`config.mk`:
```
export PLATFORM = sky130hd
export DESIGN_NAME = ata_pio_sector_sequencer
export DESIGN_NICKNAME = d
export VERILOG_FILES = /design/src/design/atas_pkg.sv /design/src/design/ata_pio_sector_sequencer.sv /design/src/design/atas_front.sv /design/src/design/atas_queue.sv /design/src/design/atas_back.sv
export SDC_FILE = /design/constraint.sdc
export NUM_CORES = 1
export LEC_CHECK = 0
export ABC_CLOCK_PERIOD_IN_PS = 11480
export BUFFER_PORTS_ARGS = -buffer_cell sky130_fd_sc_hd__buf_2
export CAP_MARGIN = 20
export CORE_ASPECT_RATIO = 0.7
export CORE_MARGIN = 3
export CORE_UTILIZATION = 35
export CTS_CLUSTER_SIZE = 8
export DETAILED_ROUTE_END_ITERATION = 12
export MAX_ROUTING_LAYER = met4
export PLACE_DENSITY_LB_ADDON = 0.1
export SETUP_SLACK_MARGIN = 0.2
export SYNTH_ARGS = -nofsm -noshare
export SYNTH_HDL_FRONTEND = slang
export SYNTH_SLANG_ARGS = --single-unit
export TNS_END_PERCENT = 20
```
`constraint.sdc`:
```
create_clock -name clk -period 11.48 [get_ports clk]
set_clock_uncertainty 0.2 [all_clocks]
set_input_delay 0.574 -clock clk [delete_from_list [all_inputs] [get_ports clk]]
set_output_delay 0.574 -clock clk [all_outputs]
set_load 0.01 [all_outputs]
```
`src/design/atas_pkg.sv`:
```
`default_nettype none
// ----------------------------------------------------------------------------
// atas_pkg: shared types and constants for the ATA PIO sector sequencer
// Holds the channel payload structs, the operation and result codes, the
// task-file register offsets and the ATA status bits.
// ----------------------------------------------------------------------------
package atas_pkg;

  // Transfer geometry.
  localparam int WORDS_PER_SECTOR = 256;
  localparam int WORD_BITS        = $clog2(WORDS_PER_SECTOR);
  localparam int MAX_SECTORS      = 255;

  // Default depth of the queue between the front and back ends.
  localparam int QUEUE_DEPTH_DEFAULT = 4;

  // Input operation codes.
  localparam logic [1:0] OP_READ   = 2'd0;
  localparam logic [1:0] OP_WRITE  = 2'd1;
  localparam logic [1:0] OP_STATUS = 2'd2;
  localparam logic [1:0] OP_DATA   = 2'd3;

  // Result kinds.
  localparam logic [2:0] KIND_REG        = 3'd0;
  localparam logic [2:0] KIND_DATA_OUT   = 3'd1;
  localparam logic [2:0] KIND_WORD_HOST  = 3'd2;
  localparam logic [2:0] KIND_STATUS_REQ = 3'd3;
  localparam logic [2:0] KIND_DONE       = 3'd4;
  localparam logic [2:0] KIND_ERROR      = 3'd5;

  // Task-file register offsets.
  localparam logic [2:0] TF_NONE     = 3'd0;
  localparam logic [2:0] TF_SECCOUNT = 3'd2;
  localparam logic [2:0] TF_LBA_LOW  = 3'd3;
  localparam logic [2:0] TF_LBA_MID  = 3'd4;
  localparam logic [2:0] TF_LBA_HIGH = 3'd5;
  localparam logic [2:0] TF_DEVICE   = 3'd6;
  localparam logic [2:0] TF_COMMAND  = 3'd7;

  // ATA command bytes.
  localparam logic [7:0] ATA_CMD_READ    = 8'h20;
  localparam logic [7:0] ATA_CMD_WRITE   = 8'h30;
  localparam logic [7:0] ATA_CACHE_FLUSH = 8'hE7;

  // Status register bits.
  localparam int ST_BSY  = 7;
  localparam int ST_DRDY = 6;
  localparam int ST_DF   = 5;
  localparam int ST_DRQ  = 3;
  localparam int ST_ERR  = 0;

  // Configuration register indexes.
  localparam logic [1:0] CFG_DEVICE_BASE   = 2'd0;
  localparam logic [1:0] CFG_DRIVE_PRESENT = 2'd1;
  localparam logic [1:0] CFG_POLL_LIMIT    = 2'd2;

  // Configuration reset values.
  localparam logic [7:0]  DEVICE_BASE_RESET = 8'hE0;
  localparam logic [19:0] POLL_LIMIT_RESET  = 20'd100000;

  typedef struct packed {
    logic [1:0]  cmd;
    logic [27:0] block_address;
    logic [7:0]  sector_count;
    logic [7:0]  status_byte;
    logic [15:0] data_word;
  } item_t;

  typedef struct packed {
    logic [2:0]  kind;
    logic [2:0]  reg_index;
    logic [15:0] value;
    logic        last;
  } result_t;

  typedef struct packed {
    logic [7:0]  device_base;
    logic        drive_present;
    logic [19:0] poll_limit;
  } cfg_t;

  // One queued request for the back end: either a full task-file burst or
  // one or two plain results.
  typedef struct packed {
    logic        taskfile;
    logic        two;
    logic [2:0]  kind_a;
    logic [2:0]  reg_a;
    logic [15:0] val_a;
    logic [2:0]  kind_b;
    logic        is_write;
    logic [27:0] lba;
    logic [7:0]  count;
    logic [7:0]  dsel;
  } desc_t;

endpackage
`default_nettype wire

```
`src/design/ata_pio_sector_sequencer.sv`:
```
`default_nettype none
// ----------------------------------------------------------------------------
// ata_pio_sector_sequencer: host-side ATA PIO LBA28 read/write sequencer
// Polls drive status, writes the task file, moves sector data and flushes
// the drive cache after writes.
// ----------------------------------------------------------------------------
// The block takes one input request per cycle as long as its internal queue
// (QUEUE_DEPTH entries) has room, so data words can stream at full rate.
// Each request gives zero, one, two or seven results; the output side issues
// one result per cycle unless held off, from a single output register. The
// sample that finds the drive ready for the command issues seven results
// (six task-file writes and a status request); the last word of a sector and
// the flush write give two. Input stalls only when the output is held off or
// such a burst fills the queue. Configuration writes are taken in every cycle.
// ----------------------------------------------------------------------------
module ata_pio_sector_sequencer #(
  parameter int QUEUE_DEPTH = atas_pkg::QUEUE_DEPTH_DEFAULT
) (
  input  wire logic              clk,
  input  wire logic              rst,
  input  wire logic              item_valid,
  output logic                   item_ready,
  input  wire atas_pkg::item_t   item,
  output logic                   result_valid,
  input  wire logic              result_ready,
  output atas_pkg::result_t      result,
  input  wire logic              cfg_valid,
  output logic                   cfg_ready,
  input  wire logic [1:0]        cfg_index,
  input  wire logic [19:0]       cfg_data
);
  import atas_pkg::*;

  cfg_t  cfg;
  logic  push_valid;
  logic  push_ready;
  desc_t push_desc;
  logic  pop_valid;
  logic  pop_ready;
  desc_t pop_desc;

  assign cfg_ready = 1'b1;

  // Configuration registers.
  always_ff @(posedge clk) begin
    if (rst) begin
      cfg.device_base   <= DEVICE_BASE_RESET;
      cfg.drive_present <= 1'b0;
      cfg.poll_limit    <= POLL_LIMIT_RESET;
    end else if (cfg_valid && cfg_ready) begin
      unique case (cfg_index)
        CFG_DEVICE_BASE:   cfg.device_base   <= cfg_data[7:0];
        CFG_DRIVE_PRESENT: cfg.drive_present <= cfg_data[0];
        CFG_POLL_LIMIT:    cfg.poll_limit    <= cfg_data;
        default: begin
        end
      endcase
    end
  end

  atas_front u_front (
    .clk        (clk),
    .rst        (rst),
    .item       (item),
    .item_valid (item_valid),
    .item_ready (item_ready),
    .cfg        (cfg),
    .push_valid (push_valid),
    .push_ready (push_ready),
    .push_desc  (push_desc)
  );

  atas_queue #(
    .DEPTH (QUEUE_DEPTH)
  ) u_queue (
    .clk        (clk),
    .rst        (rst),
    .push_valid (push_valid),
    .push_ready (push_ready),
    .push_desc  (push_desc),
    .pop_valid  (pop_valid),
    .pop_ready  (pop_ready),
    .pop_desc   (pop_desc)
  );

  atas_back u_back (
    .clk          (clk),
    .rst          (rst),
    .pop_valid    (pop_valid),
    .pop_ready    (pop_ready),
    .pop_desc     (pop_desc),
    .result_valid (result_valid),
    .result_ready (result_ready),
    .result       (result)
  );

`ifndef SYNTHESIS
  // Done and error always close the results of a request.
  a_terminal_last: assert property (@(posedge clk) disable iff (rst)
    result_valid && (result.kind == KIND_DONE || result.kind == KIND_ERROR)
      |-> result.last)
    else $error("done or error result without last");

  // Register writes carry a byte to a real task-file register.
  a_reg_byte: assert property (@(posedge clk) disable iff (rst)
    result_valid && result.kind == KIND_REG
      |-> result.value[15:8] == 8'd0 && result.reg_index >= TF_SECCOUNT)
    else $error("malformed task-file write");

  // Only register writes carry a register offset.
  a_reg_index_zero: assert property (@(posedge clk) disable iff (rst)
    result_valid && result.kind != KIND_REG |-> result.reg_index == TF_NONE)
    else $error("register offset on a non-register result");

  // A status request never carries data.
  a_status_no_value: assert property (@(posedge clk) disable iff (rst)
    result_valid && result.kind == KIND_STATUS_REQ |-> result.value == 16'd0)
    else $error("status request with data");
`endif

endmodule
`default_nettype wire

```
`src/design/atas_front.sv`:
```
`default_nettype none
// ----------------------------------------------------------------------------
// atas_front: command and polling state machine
// Accepts input requests, tracks the transfer phase and counters, and
// pushes a description of the results each request causes into the queue.
// ----------------------------------------------------------------------------
module atas_front (
  input  wire logic            clk,
  input  wire logic            rst,
  input  wire atas_pkg::item_t item,
  input  wire logic            item_valid,
  output logic                 item_ready,
  input  wire atas_pkg::cfg_t  cfg,
  output logic                 push_valid,
  input  wire logic            push_ready,
  output atas_pkg::desc_t      push_desc
);
  import atas_pkg::*;

  localparam logic [2:0] PH_IDLE  = 3'd0;
  localparam logic [2:0] PH_READY = 3'd1;
  localparam logic [2:0] PH_DRQ   = 3'd2;
  localparam logic [2:0] PH_DATA  = 3'd3;
  localparam logic [2:0] PH_POST  = 3'd4;
  localparam logic [2:0] PH_FLUSH = 3'd5;

  logic [2:0]           phase, phase_next;
  logic                 is_write, is_write_next;
  logic [27:0]          saved_lba, saved_lba_next;
  logic [7:0]           saved_count, saved_count_next;
  logic [7:0]           sectors_left, sectors_left_next;
  logic [WORD_BITS-1:0] word_index, word_index_next;
  logic [19:0]          poll_count, poll_count_next;

  logic        accept;
  logic        emit;
  logic [19:0] poll_inc;
  logic        timeout;
  logic        st_ready;
  logic        st_fault;
  logic        st_drq;
  logic        bad_start;
  logic [7:0]  sectors_dec;

  // Every request waits for queue room, even one that pushes nothing, so no description is ever dropped.
  assign item_ready = push_ready;
  assign accept     = item_valid && item_ready;
  assign push_valid = accept && emit;

  assign poll_inc    = poll_count + 20'd1;
  assign timeout     = poll_inc >= cfg.poll_limit;
  assign st_ready    = !item.status_byte[ST_BSY] && item.status_byte[ST_DRDY];
  assign st_fault    = item.status_byte[ST_ERR] || item.status_byte[ST_DF];
  assign st_drq      = !item.status_byte[ST_BSY] && item.status_byte[ST_DRQ];
  assign bad_start   = !cfg.drive_present || (item.sector_count == 8'd0) ||
                       (item.sector_count > 8'(MAX_SECTORS));
  assign sectors_dec = sectors_left - 8'd1;

  // Next state and the queued description for the current request.
  always_comb begin
    phase_next        = phase;
    is_write_next     = is_write;
    saved_lba_next    = saved_lba;
    saved_count_next  = saved_count;
    sectors_left_next = sectors_left;
    word_index_next   = word_index;
    poll_count_next   = poll_count;
    emit              = 1'b0;
    push_desc         = '0;
    push_desc.is_write = is_write;
    push_desc.lba      = saved_lba;
    push_desc.count    = saved_count;
    push_desc.dsel     = cfg.device_base;
    push_desc.kind_a   = KIND_STATUS_REQ;
    push_desc.reg_a    = TF_NONE;
    push_desc.kind_b   = KIND_STATUS_REQ;

    unique case (item.cmd)
      OP_READ, OP_WRITE: begin
        if (phase == PH_IDLE) begin
          emit = 1'b1;
          if (bad_start) begin
            push_desc.kind_a = KIND_ERROR;
          end else begin
            is_write_next     = item.cmd[0];
            saved_lba_next    = item.block_address;
            saved_count_next  = item.sector_count;
            sectors_left_next = item.sector_count;
            word_index_next   = '0;
            poll_count_next   = '0;
            phase_next        = PH_READY;
          end
        end
      end
      OP_STATUS: begin
        unique case (phase)
          PH_READY: begin
            emit = 1'b1;
            if (st_ready) begin
              push_desc.taskfile = 1'b1;
              poll_count_next    = '0;
              phase_next         = PH_DRQ;
            end else begin
              poll_count_next = poll_inc;
              if (timeout) begin
                push_desc.kind_a = KIND_ERROR;
                phase_next       = PH_IDLE;
              end
            end
          end
          PH_DRQ: begin
            if (st_fault) begin
              emit             = 1'b1;
              push_desc.kind_a = KIND_ERROR;
              phase_next       = PH_IDLE;
            end else if (st_drq) begin
              word_index_next = '0;
              poll_count_next = '0;
              phase_next      = PH_DATA;
            end else begin
              emit            = 1'b1;
              poll_count_next = poll_inc;
              if (timeout) begin
                push_desc.kind_a = KIND_ERROR;
                phase_next       = PH_IDLE;
              end
            end
          end
          PH_POST: begin
            emit = 1'b1;
            if (st_ready) begin
              push_desc.two    = 1'b1;
              push_desc.kind_a = KIND_REG;
              push_desc.reg_a  = TF_COMMAND;
              push_desc.val_a  = {8'd0, ATA_CACHE_FLUSH};
              poll_count_next  = '0;
              phase_next       = PH_FLUSH;
            end else begin
              poll_count_next = poll_inc;
              if (timeout) begin
                push_desc.kind_a = KIND_ERROR;
                phase_next       = PH_IDLE;
              end
            end
          end
          PH_FLUSH: begin
            // The flush wait ends as done even when it times out.
            emit = 1'b1;
            if (st_ready || timeout) begin
              push_desc.kind_a = KIND_DONE;
              phase_next       = PH_IDLE;
            end
            if (!st_ready) begin
              poll_count_next = poll_inc;
            end
          end
          default: begin
          end
        endcase
      end
      OP_DATA: begin
        if (phase == PH_DATA) begin
          emit             = 1'b1;
          push_desc.kind_a = is_write ? KIND_DATA_OUT : KIND_WORD_HOST;
          push_desc.val_a  = item.data_word;
          if (word_index == WORD_BITS'(WORDS_PER_SECTOR - 1)) begin
            push_desc.two     = 1'b1;
            word_index_next   = '0;
            sectors_left_next = sectors_dec;
            poll_count_next   = '0;
            if (sectors_dec != 8'd0) begin
              phase_next = PH_DRQ;
            end else if (is_write) begin
              phase_next = PH_POST;
            end else begin
              push_desc.kind_b = KIND_DONE;
              phase_next       = PH_IDLE;
            end
          end else begin
            word_index_next = word_index + WORD_BITS'(1);
          end
        end
      end
      default: begin
      end
    endcase
  end

  // Control state.
  always_ff @(posedge clk) begin
    if (rst) begin
      phase        <= PH_IDLE;
      is_write     <= 1'b0;
      saved_lba    <= '0;
      saved_count  <= '0;
      sectors_left <= '0;
      word_index   <= '0;
      poll_count   <= '0;
    end else if (accept) begin
      phase        <= phase_next;
      is_write     <= is_write_next;
      saved_lba    <= saved_lba_next;
      saved_count  <= saved_count_next;
      sectors_left <= sectors_left_next;
      word_index   <= word_index_next;
      poll_count   <= poll_count_next;
    end
  end

endmodule
`default_nettype wire

```
`src/design/atas_queue.sv`:
```
`default_nettype none
// ----------------------------------------------------------------------------
// atas_queue: short request queue between front and back ends
// A small register FIFO so the front can keep taking input while the back
// end is still expanding earlier requests or waiting on the output.
// ----------------------------------------------------------------------------
module atas_queue #(
  parameter int DEPTH = atas_pkg::QUEUE_DEPTH_DEFAULT
) (
  input  wire logic            clk,
  input  wire logic            rst,
  input  wire logic            push_valid,
  output logic                 push_ready,
  input  wire atas_pkg::desc_t push_desc,
  output logic                 pop_valid,
  input  wire logic            pop_ready,
  output atas_pkg::desc_t      pop_desc
);
  import atas_pkg::*;

  localparam int PTR_W = $clog2(DEPTH);
  localparam int CNT_W = $clog2(DEPTH + 1);

  desc_t            entries [DEPTH];
  logic [PTR_W-1:0] wr_ptr;
  logic [PTR_W-1:0] rd_ptr;
  logic [CNT_W-1:0] count;
  logic             push;
  logic             pop;

  assign push_ready = count != CNT_W'(DEPTH);
  assign pop_valid  = count != '0;
  assign push       = push_valid && push_ready;
  assign pop        = pop_valid && pop_ready;
  assign pop_desc   = entries[rd_ptr];

  // Storage, written at the tail.
  always_ff @(posedge clk) begin
    if (push) begin
      entries[wr_ptr] <= push_desc;
    end
  end

  // Pointers and fill count.
  always_ff @(posedge clk) begin
    if (rst) begin
      wr_ptr <= '0;
      rd_ptr <= '0;
      count  <= '0;
    end else begin
      if (push) begin
        wr_ptr <= (wr_ptr == PTR_W'(DEPTH - 1)) ? '0 : wr_ptr + PTR_W'(1);
      end
      if (pop) begin
        rd_ptr <= (rd_ptr == PTR_W'(DEPTH - 1)) ? '0 : rd_ptr + PTR_W'(1);
      end
      if (push && !pop) begin
        count <= count + CNT_W'(1);
      end else if (pop && !push) begin
        count <= count - CNT_W'(1);
      end
    end
  end

endmodule
`default_nettype wire

```
`src/design/atas_back.sv`:
```
`default_nettype none
// ----------------------------------------------------------------------------
// atas_back: result sequencer
// Takes queued requests and issues their results one per cycle unless held off
// into the output register, marking the final result of each request.
// ----------------------------------------------------------------------------
module atas_back (
  input  wire logic            clk,
  input  wire logic            rst,
  input  wire logic            pop_valid,
  output logic                 pop_ready,
  input  wire atas_pkg::desc_t pop_desc,
  output logic                 result_valid,
  input  wire logic            result_ready,
  output atas_pkg::result_t    result
);
  import atas_pkg::*;

  logic [2:0] step;
  logic [2:0] last_step;
  logic       load;
  logic       is_last;
  result_t    cur;

  assign load      = !result_valid || result_ready;
  assign last_step = pop_desc.taskfile ? 3'd6 : (pop_desc.two ? 3'd1 : 3'd0);
  assign is_last   = step == last_step;
  assign pop_ready = load && is_last;

  // Select the result for the current step of the head request.
  always_comb begin
    cur           = '0;
    cur.last      = is_last;
    cur.kind      = KIND_STATUS_REQ;
    cur.reg_index = TF_NONE;
    cur.value     = '0;
    if (pop_desc.taskfile) begin
      unique case (step)
        3'd0: begin
          cur.kind      = KIND_REG;
          cur.reg_index = TF_DEVICE;
          cur.value     = {8'd0, pop_desc.dsel | {4'd0, pop_desc.lba[27:24]}};
        end
        3'd1: begin
          cur.kind      = KIND_REG;
          cur.reg_index = TF_SECCOUNT;
          cur.value     = {8'd0, pop_desc.count};
        end
        3'd2: begin
          cur.kind      = KIND_REG;
          cur.reg_index = TF_LBA_LOW;
          cur.value     = {8'd0, pop_desc.lba[7:0]};
        end
        3'd3: begin
          cur.kind      = KIND_REG;
          cur.reg_index = TF_LBA_MID;
          cur.value     = {8'd0, pop_desc.lba[15:8]};
        end
        3'd4: begin
          cur.kind      = KIND_REG;
          cur.reg_index = TF_LBA_HIGH;
          cur.value     = {8'd0, pop_desc.lba[23:16]};
        end
        3'd5: begin
          cur.kind      = KIND_REG;
          cur.reg_index = TF_COMMAND;
          cur.value     = {8'd0, pop_desc.is_write ? ATA_CMD_WRITE
                                                   : ATA_CMD_READ};
        end
        default: begin
          cur.kind = KIND_STATUS_REQ;
        end
      endcase
    end else if (step == 3'd0) begin
      cur.kind      = pop_desc.kind_a;
      cur.reg_index = pop_desc.reg_a;
      cur.value     = pop_desc.val_a;
    end else begin
      cur.kind = pop_desc.kind_b;
    end
  end

  // Output register and step counter.
  always_ff @(posedge clk) begin
    if (rst) begin
      result_valid <= 1'b0;
      step         <= '0;
    end else if (load) begin
      result_valid <= pop_valid;
      if (pop_valid) begin
        step <= is_last ? 3'd0 : step + 3'd1;
      end
    end
  end

  always_ff @(posedge clk) begin
    if (load && pop_valid) begin
      result <= cur;
    end
  end

endmodule
`default_nettype wire

```
# Word-level counts from Yosys, hierarchy flattened
# Memories as Yosys holds them, arrays and structs flattened. A register that Yosys moved wholly into a read port is not among the register bits.
# Index checks and enable logic that the tools add are counted.
[op_classes]
bitwise = 2
eq_ne = 32
n_reduce_logical = 42
add_sub_neg = 8
n_lt_le_gt_ge = 2
n_mux = 87
[op_table]
columns = ["cell", "n"]
rows = [
  ["$mux 20", 8],
  ["$pmux 20 s3", 2],
  ["$pmux 19 s6", 1],
  ["$mux 3", 30],
  ["$mux 8", 11],
  ["$mux 19", 4],
  ["$pmux 16 s2", 1],
  ["$pmux 3 s4", 2],
  ["$pmux 8 s3", 1],
  ["$mux 22", 1],
  ["$add 20x1->20 const B", 1],
  ["$ge 20x20->1", 1],
  ["$pmux 3 s3", 2],
  ["$pmux 8 s2", 1],
  ["$reduce_and 7->1", 2],
  ["$eq 3x2->1 const B", 4],
  ["$eq 3x3->1 const B", 4],
  ["$mux 1", 12],
  ["$mux 2", 6],
  ["$eq 2x2->1 const B", 5],
  ["$logic_and 1x1->1", 10],
  ["$ne 3x3->1 const B", 3],
  ["$add 8x1->8 const B", 1],
  ["$eq 8x8->1 const B", 1],
  ["other kinds (34)", 59],
]
[totals]
memories = 1
ram_bits = 288
regBits = 139
[memory_table]
columns = ["memory", "words", "width", "rd", "rd_clocked_by_memory_dff", "write_ports", "line", "rtl"]
rows = [
  ["u_queue.entries", 4, 72, 1, 1, 1, "atas_queue.sv:24", "desc_t entries [DEPTH];"],
]

# Logic depth before layout (Yosys ltp)
[logic_depth]
ltp_word = 12
mapped_depth = 13
mapped_depth_nobuf = 13

# Hierarchy
# Synthesis repeated with hierarchy kept, for this count alone.
[unflattened]
hier_cells = 1346
area_unflattened_um2 = 18336.3
[modules_own_cells]
columns = ["module", "instances", "area_each_um2", "cells_per_inst"]
rows = [
  ["atas_queue", 1, 10842.9, 424],
  ["atas_front", 1, 4732.0, 651],
  ["atas_back", 1, 1514.0, 148],
  ["ata_pio_sector_sequencer", 1, 1247.4, 123],
]

# Worst setup path before layout
# Ideal clock, no wire load.
[synth_timing]
path_type = "input-to-reg"
from = "input port item[61] in the netlist's numbering"
to = "memory u_queue.entries[0][0] in the netlist's numbering, enable pin"
arrival_time_ps = 3468
setup_time_ps = 435
stages = 4
path_slack_ps = 7378
n_path_buf = 0
path_cell_list = "or4_4 -> o311a_2 -> a211oi_1 -> and2_1"
[synth_between]
elab_chain_len = 7
[synth_rtl]
columns = ["item", "line", "rtl"]
rows = [
  ["start, declared", "ata_pio_sector_sequencer.sv:23", "input wire atas_pkg::item_t item,"],
  ["$eq 2x1->1 / $logic_not 2->1 (equally long branches)", "atas_front.sv:78", "unique case (item.cmd)"],
  ["$reduce_or 2->1", "atas_front.sv:78", ""],
  ["$pmux 1 s3 *", "atas_front.sv:78", ""],
  ["$logic_and 1x1->1 *", "atas_front.sv:48", "assign push_valid = accept && emit;"],
  ["$logic_and 1x1->1 *", "atas_queue.sv:33", "assign push = push_valid && push_ready;"],
  ["named net u_queue.push", "atas_queue.sv:28", "logic push;"],
  ["$mux 1 *", "atas_queue.sv:39", "if (push) begin"],
  ["$mux 1 (implied by the code) *", "atas_queue.sv:40", "entries[wr_ptr] <= push_desc;"],
  ["end, declared", "atas_queue.sv:24", ""],
]
# The timed path passes the listed nets; every way through them passes the cells marked *.

==> flow_summary.yaml <==
clock_tree:
  cts_max_level: 2
  cts_tree: "done"
  cts_setup_buffers: 0
  clk_latency_ps: 580
  cts_buffers: 58
  clkSlewWorstSetupHoldPaths_ps: 50
  cts_buffer_depth: 3
  cts_sinks: 417
  cts-root-buf: "clkbuf_16"
critical_path:
  arrival_ps: 4780
  startpoint_type: "register"
  rr_endpoint: "u_queue.entries[2][69]$_DFFE_PP_"
  critPathCaptureType: "register"
  regToRegStartpoint: "u_front.poll_count[0]$_SDFFE_PP0P_"
  reg2regPathDepth: 12
  worstPathMaxFanout: 9
  cp.required_ps: 11600
  reg2reg_slack_ps: 6820
  critical_path_class: "register to register"
global_routing:
  grt_usage: 0.169
  grt_pass1_wl_mm: 65.8
  grt_max_degree: 55
  grt_pass1_vias: 10774
  grt.overflow.total: 0
  antenna_found_initial: 0
run:
  maxCapViolCount: 0
finish:
  ff_latch_area_mm2: 0.0113
  drive_gt1_frac: 0.186
  multi_input_area_mm2: 0.00561
  layout_common_cells: "edfxtp_1 (299), nand2_1 (157), dfxtp_1 (116)"
  nFillCells: 4576
  nets: 1542
  final_common_cell: "edfxtp_1"
  syn_to_final_growth_pct: 17.4
timing:
  max_slew_margin: 0.338
  worst_pin_slew_ps: 987
  hold_viol_final: 0
  rsz0062_at_grt: "false"
  fin_crit_ps: 4660
  timing.fmax_ghz: 0.215
  slew_viol_final: 0
  setup_viol: 0
  fin_hold_ws_ps: 31.8
  finalSetupTns_ps: 0
  finalCritPeriodShare: 0.406
synthesis:
  yosys_most_used_dff: "edfxtp_1"
  synth_nets: 1418
  postSynthAreaPerCell_um2: 13.4
  yosys_warnings: 0
  syn_inst: 1293
  synth_area_mm2: 0.0173
  yosysSeqAreaShare: 0.655
  synth_cell_types: 70
  synth_edf_count: 299
  async_reset_ff_frac: 0
  ys_ff_latch: 417
floorplanning:
  dieHeight_um: 192
  die_width_um: 272
  rows: 67
  initial_utilization: 0.358
  coreArea_mm2: 0.0484
  ios: 115
  die_area_mm2: 0.0522
power_and_ir_drop:
  peakVddDrop_v: 0.000102
  p_leak_nw: 7.07
  p_per_area_mw_per_mm2: 199
hold_path:
  min_path_cells: 3
  hold_path_end: "u_front.saved_lba[1]$_SDFFE_PP0P_"
  hp-class: "input pin to register"
  hp-start: "item[33]"
drt:
  postRouteAntennaNets: 0
  drc: 0
  num_vias: 10731
  drtIter0Drc: 799
  via_per_inst: 5.07
  first_pass_iters: 5
  wirelength_mm: 42.5
  wl_per_cell_um: 20.1
placement:
  gp_congestion: 0.805
  dp_hpwl_mm: 27.1
  place.port_buffers: 110
run_status:
  status: "completed"
-- worst max-delay path by stage --
stage | start | to | slack [ps] | cells past startpoint
after floorplan | item[61] | u_queue.entries[0][0]$_DFFE_PP_ | 7380 | 4
after global placement | u_front.poll_count[0]$_SDFFE_PP0P_ | u_queue.entries[0][67]$_DFFE_PP_ | 6760 | 12
after detailed placement | u_front.poll_count[0]$_SDFFE_PP0P_ | u_queue.entries[2][67]$_DFFE_PP_ | 6800 | 12
after CTS | u_front.poll_count[0]$_SDFFE_PP0P_ | u_queue.entries[2][67]$_DFFE_PP_ | 6820 | 12
after global routing | u_front.poll_count[0]$_SDFFE_PP0P_ | u_queue.entries[2][69]$_DFFE_PP_ | 6420 | 12
final | u_front.poll_count[0]$_SDFFE_PP0P_ | u_queue.entries[2][69]$_DFFE_PP_ | 6820 | 12
-- sequential cells by signal, indices dropped and copies added, names as in the netlist, named ones only --
register / flops
cfg: 29
u_front.sectors_left: 8
u_queue.wr_ptr: 2
u_front.phase: 3
u_back.step: 3
u_queue.count: 3
u_front.poll_count: 20
u_front.is_write: 1
u_queue.entries: 276
u_front.saved_lba: 28
u_front.word_index: 8
u_queue.rd_ptr: 2
u_back.result_valid: 1
u_front.saved_count: 8
u_back.result: 23
-- through the flow --
| step | cell area, um2 | instances | setup WS (ps) | total power [mW] | util |
|---|---|---|---|---|---|
| 2_1_floorplan | 17300 | 1293 | 7380 | 2.26 | - |
| 3_3_place_gp | 18600 | 2003 | 6760 | 2.52 | 0.384 |
| 3_5_place_dp | 18600 | 2004 | 6800 | 2.53 | 0.384 |
| 4_1_cts | 20300 | 2115 | 6820 | 4.13 | 0.420 |
| 5_1_grt | 20300 | 2117 | 6420 | 4.26 | 0.421 |
| 6_report | 20300 | 2118 | 6820 | 4.06 | 0.421 |
-- cell type report --
class,instances,share of cell area
Antenna cell,1,0.000123
Clock buffer,102,0.0805
Clock inverter,3,0.00203
Inverter,37,0.00683
Multi-Input combinational cell,769,0.276
Sequential cell,417,0.558
Tap cell,655,0.0403
Timing Repair Buffer,134,0.0371
-- cells in the mapped netlist (11+ instances only) --
master | count | area (um2)
dfxtp_1 | 118 | 2360
mux2i_1 | 19 | 190
and3_1 | 15 | 93.8
a211oi_1 | 13 | 97.6
nand2_1 | 157 | 589
a21oi_1 | 105 | 526
clkbuf_1 | 58 | 218
a22oi_1 | 11 | 82.6
inv_1 | 36 | 135
nor3_1 | 20 | 100
xnor2_1 | 14 | 123
nand3_1 | 22 | 110
and2_1 | 17 | 106
o21ai_0 | 34 | 170
nor2_1 | 86 | 323
xor2_1 | 16 | 140
ha_1 | 35 | 438
edfxtp_1 | 299 | 8980
mux4_2 | 61 | 1370
-- worst max-delay path: stages (launching register included) --
cell and delay [ps]:
dfxtp_1 410, ha_1 250, inv_1 70, nor4_1 810, and4_1 360, xor2_1 80, ha_1 290, nand4_1 170
nor4_1 290, a2111oi_0 130, o211ai_1 750, a21oi_1 170, o22ai_1 420
-- report_power, final --
part | total [mW] | leakage (nW) | internal (mW) | switching, mW
clock | 1.58 | 0.796 | 0.953 | 0.625
combinational | 0.663 | 2.47 | 0.269 | 0.393
sequential | 1.82 | 3.80 | 1.75 | 0.0712
-- cells by family (layout without fill, tap and decap cells) --
group                    Yosys count  in the layout  synth area share
flip-flops                       417            417             0.655
adder cells (fa/ha/maj)           36             36            0.0264
multiplexers                      82             82            0.0916
XOR/XNOR                          30             30            0.0152
other                              1              2          0.000216
AND/OR/NAND/NOR                  386            386             0.104
buffers and inverters            107            276            0.0243
AO/OA/AOI/OAI                    234            234            0.0841
-- routing by layer --
metal	track usage	wire length, um
met1	0.250	21400
met2	0.241	18300
met3	0.0313	2060
met4	0.0359	689
met5	-	0
-- timing repair --
action / CTS / global route
endpoints found under the hold margin: 6 / 0
hold buffers: 6 / 0
gates resized for setup: 0 / 0
Note: power is estimated with default switching activity, not from simulation.
